**config.mk**
```make
export PLATFORM = sky130hd
export DESIGN_NAME = mi3_queue
export DESIGN_NICKNAME = d
export VERILOG_FILES = /design/src/rtl/core/mi3_pkg.sv /design/src/rtl/core/mi3_queue.sv
export SDC_FILE = /design/constraint.sdc
export NUM_CORES = 2
export LEC_CHECK = 0
export BUFFER_PORTS_ARGS = -buffer_cell sky130_fd_sc_hd__buf_2
export CORE_AREA = 2 2 530 532
export DETAILED_ROUTE_END_ITERATION = 8
export DIE_AREA = 0 0 532 534
export GPL_TIMING_DRIVEN = 0
export PLACE_DENSITY = 0.54
export SLEW_MARGIN = 0
export SYNTH_ARGS = -nofsm -noshare
export SYNTH_HDL_FRONTEND = slang
export SYNTH_SLANG_ARGS = --single-unit
```
**constraint.sdc**
```tcl
create_clock -name clk_i -period 34.7 [get_ports clk_i]
set_input_delay 10.41 -clock clk_i [delete_from_list [all_inputs] [get_ports clk_i]]
set_output_delay 10.41 -clock clk_i [all_outputs]
set_load 0.03 [all_outputs]
```
**src/rtl/core/mi3_pkg.sv**
```systemverilog
// shared constants, types and result limits for the 3x3 adjugate inverse
// no dependencies; every other file of the block imports this package
package mi3_pkg;

  localparam int W      = 32;           // element width, signed fixed point
  localparam int F      = 16;           // fraction bits of an element
  localparam int CW     = 2 * W + 1;    // signed cofactor width
  localparam int CMW    = CW - 1;       // cofactor magnitude width
  localparam int DW     = 3 * W + 1;    // signed determinant width
  localparam int MW     = DW - 1;       // determinant magnitude width
  localparam int NW     = CMW + 2 * F;  // scaled numerator width
  localparam int TW     = NW - W;       // numerator part above the quotient bits
  localparam int NCOF   = 9;
  localparam int QDEPTH = 4;
  localparam int QAW    = $clog2(QDEPTH);

  localparam logic [W-1:0] WMAX = {1'b0, {(W - 1){1'b1}}};
  localparam logic [W-1:0] WMIN = {1'b1, {(W - 1){1'b0}}};

  typedef logic signed [W-1:0]   word_t;
  typedef logic signed [2*W-1:0] prod_t;
  typedef logic signed [CW-1:0]  cof_t;
  typedef logic signed [DW-1:0]  det_t;

  // one classified matrix waiting for division, cofactors in output order
  typedef struct packed {
    logic [NCOF-1:0][CMW-1:0] mag;
    logic [NCOF-1:0]          neg;
    logic [MW-1:0]            det_mag;
    logic                     det_neg;
    logic                     singular;
  } mi3_job_t;

endpackage

```
**src/rtl/core/mi3_queue.sv**
```systemverilog
// short job queue between the front and the divider back end
// depends on mi3_pkg
module mi3_queue import mi3_pkg::*; (
  input  logic     clk_i,
  input  logic     rst_ni,
  input  logic     push_valid_i,
  output logic     push_ready_o,
  input  mi3_job_t push_job_i,
  output logic     pop_valid_o,
  input  logic     pop_ready_i,
  output mi3_job_t pop_job_o
);

  mi3_job_t       mem_q [QDEPTH];
  logic [QAW-1:0] wr_q, rd_q;
  logic [QAW:0]   cnt_q;
  logic           push, pop;

  assign push_ready_o = (cnt_q != (QAW + 1)'(QDEPTH));
  assign pop_valid_o  = (cnt_q != '0);
  assign pop_job_o    = mem_q[rd_q];
  assign push         = push_valid_i && push_ready_o;
  assign pop          = pop_valid_o && pop_ready_i;

  always_ff @(posedge clk_i or negedge rst_ni) begin
    if (!rst_ni) begin
      wr_q  <= '0;
      rd_q  <= '0;
      cnt_q <= '0;
    end else begin
      if (push) wr_q <= wr_q + 1'b1;
      if (pop)  rd_q <= rd_q + 1'b1;
      cnt_q <= cnt_q + (QAW + 1)'(push) - (QAW + 1)'(pop);
    end
  end

  always_ff @(posedge clk_i) begin
    if (push) mem_q[wr_q] <= push_job_i;
  end

endmodule

```
==> run metrics <==
status=finished, final reports clean; crit-path leading delay family=buffers and inverters; DRC violations left=0; reg2reg setup slack=30.85 ns; Gate power share=37.3%; CP Data Required Time=24.29 ns; worst path cell trace=buf_4, clkbuf_1, buf_2, mux4_2, buf_2; slowest cell delay on critical path=0.88 ns; worst hold margin=0.608 ns; min-delay worst type=reg2reg; final net count=6041; Die Ht=534 um; Worst R2R Path Depth=9; initial antenna violation count=235; # resized after CTS=0; setup_tns=0 ns; power consumption=11.9 mW; Psw=4.39 mW; WL per Instance=29.9 um; cell repeated most along the worst path=buf_2; Sink Count=2739; clock power share=25.2%; headroom to the max-slew limit=24.9%; HPWL after DPL=203 mm; Synth-to-Final Area Change=22.9%; CP bufs+invs=4; Final period util=40.8%; highest-count cells in the layout ignoring fill and taps=edfxtp_1, buf_2, mux4_2; CTS Buf Count=294; first-pass GRT wire length=386 mm; Die ar.=284000 um2; hold_buf cts=0; clock slew at reported path FFs=0.06 ns; core area=278000 um2; residual overflow from global routing=0; commonest non-fill, non-tap cell in the layout=edfxtp_1; Worst Path Max Fanout=10; number of vias per cell=5.01; worst slew pin tran=1.13 ns; slowest cell on the critical path=clkbuf_1; worst setup margin=20.55 ns; Synth Instances=3608; root buffer cell=clkbuf_16; Rows=194; Via Count=47000; minimum clock period=14.15 ns; Antenna Nets Post-Route=0; Avg Inst Size Synth=27.5 um2; DR pass1 iterations=5; peak supply drop=0.0648 mV; number of global-route vias before repair=48500; Fill cells=23800; setup violators final=0; post-synthesis sequential area ratio=83.0%; crit path kind=reg2out; clk buf depth=4; hold path cells=2; RR Endpoint=mem_q[0][413]; Final Wtd Congestion=0.798; Core Util, Final=43.8%; count of cell types in the netlist=21; largest net degree at the start of global routing=47; Post-Route WL=281 mm; Initial DRC Count=3755; Static Leak=40.9 nW; later-pin clock latency in the skew report=0.89 ns; io pins=1372; Die Span X=532 um; critical path endpoint category=output pin; Max-Cap Viols=0; share of layout cells above drive strength 1=47.8%; Setup WS pre-CTS=21.04 ns; TritonCTS clock tree=yes; syn nets=4302; initial core utilization=35.6%; htree depth=5; final hold violation count=0; CP Data Arrival Time=3.74 ns; P per Cell Area=97.5 nW/um2; worst reg2reg path startpoint=cnt_q[1]; nature of the critical path startpoint=flop; Slew Viols, Final=0; switch share=37.0%; Hold Crit Endpoint=wr_q[1]; Flop pwr share=37.5%; Pint=7.49 mW; Fin Clk Skew=0.0443 ns; Post-Syn Area=99100 um2; FF+latch count, synth=2739; overall routing resource usage=19.3%; fmax=70.7 MHz; Yosys Warn Count=0; Post-CTS Repair Setup Buffers=0; port bufs=1371; RSZ-0062 raised after global routing=no; hold path startpoint=wr_q[1]
[tightest hold or removal path, delay by kind of cell, from the launching register on]
| kind | cells | cell delay [ns] |
|---|---|---|
| AOI/OAI and AO/OA | 1 | 0.08 |
| and+or+nand+nor | 1 | 0.08 |
| DFF | 1 | 0.42 |
[metrics by stage]
stage	instance area, um2	cells
finish	122000	9382
global route	122000	9320
CTS	122000	9305
detailed placement	112000	8775
global placement	111000	8703
floorplan	99100	3608
[cell usage after synthesis]
library cell | number | area, um2
nand4bb_1 | 2 | 22.5
dfrtp_1 | 7 | 175
buf_2 | 69 | 345
o211ai_1 | 2 | 15.0
and3b_1 | 4 | 35.0
ha_1 | 6 | 75.1
buf_6 | 73 | 822
o31a_1 | 1 | 8.76
clkbuf_1 | 9 | 33.8
xnor2_1 | 3 | 26.3
mux4_2 | 683 | 15400
nor3b_1 | 1 | 7.51
edfxtp_1 | 2732 | 82000
nand2_1 | 1 | 3.75
fa_1 | 1 | 20.0
o311ai_0 | 1 | 8.76
nand2b_1 | 4 | 25.0
inv_1 | 6 | 22.5
xor2_1 | 1 | 8.76
buf_4 | 1 | 7.51
or3_1 | 1 | 6.26
[cell families after synthesis]
family,synth area share [%]
buffers and inverters,1.24
XOR/XNOR,0.0354
AND/OR/NAND/NOR,0.101
adder cells (fa/ha/maj),0.0960
multiplexers,15.5
AO/OA/AOI/OAI,0.0328
flip-flops,83.0
[power by group through the flow]
stage / clock [mW] / combinational (mW) / sequential (mW)
4_1_cts: 3.07 / 4.57 / 4.46
3_3_place_gp: 0 / 4.42 / 5.60
3_5_place_dp: 0 / 4.56 / 4.53
2_1_floorplan: 0 / 2.77 / 5.04
6_report: 2.99 / 4.43 / 4.46
5_1_grt: 3.18 / 4.65 / 4.50
[how the worst max path moves through the flow]
stage	startpoint	endpoint	cells past startpoint
2_1_floorplan	push_valid_i	mem_q[0][0]	1
3_3_place_gp	push_valid_i	mem_q[3][457]	2
3_5_place_dp	push_valid_i	mem_q[0][422]	9
4_1_cts	rd_q[1]	pop_job_o[518]	5
5_1_grt	rd_q[1]	pop_job_o[518]	5
6_report	rd_q[1]	pop_job_o[518]	5
[flip-flops by register name, summed over array words and instances, names as in the netlist]
signal,count
cnt_q,3
mem_q,2732
rd_q,2
wr_q,2
[final cells by class]
type | count | area, um2 | area share [%]
tap | 3724 | 4660 | 3.83
buffer | 152 | 1210 | 0.992
clock inverter | 169 | 1490 | 1.22
clock buffer | 361 | 7650 | 6.28
antenna | 77 | 193 | 0.158
sequential | 2739 | 82200 | 67.5
multi-input combinational | 711 | 15700 | 12.9
inverter | 6 | 22.5 | 0.0185
timing repair buffer | 1443 | 8720 | 7.15
[per-layer routing]
| metal | track usage (%) | part of all wire, % | vias up |
|---|---|---|---|
| li1 | - | - | 19500 |
| met1 | 22.2 | 36 | 24800 |
| met2 | 32.2 | 49 | 1898 |
| met3 | 8.73 | 11 | 708 |
| met4 | 6.13 | 3.8 | 164 |
| met5 | 0 | 0.39 | - |
(Power assumes the default switching activity.)
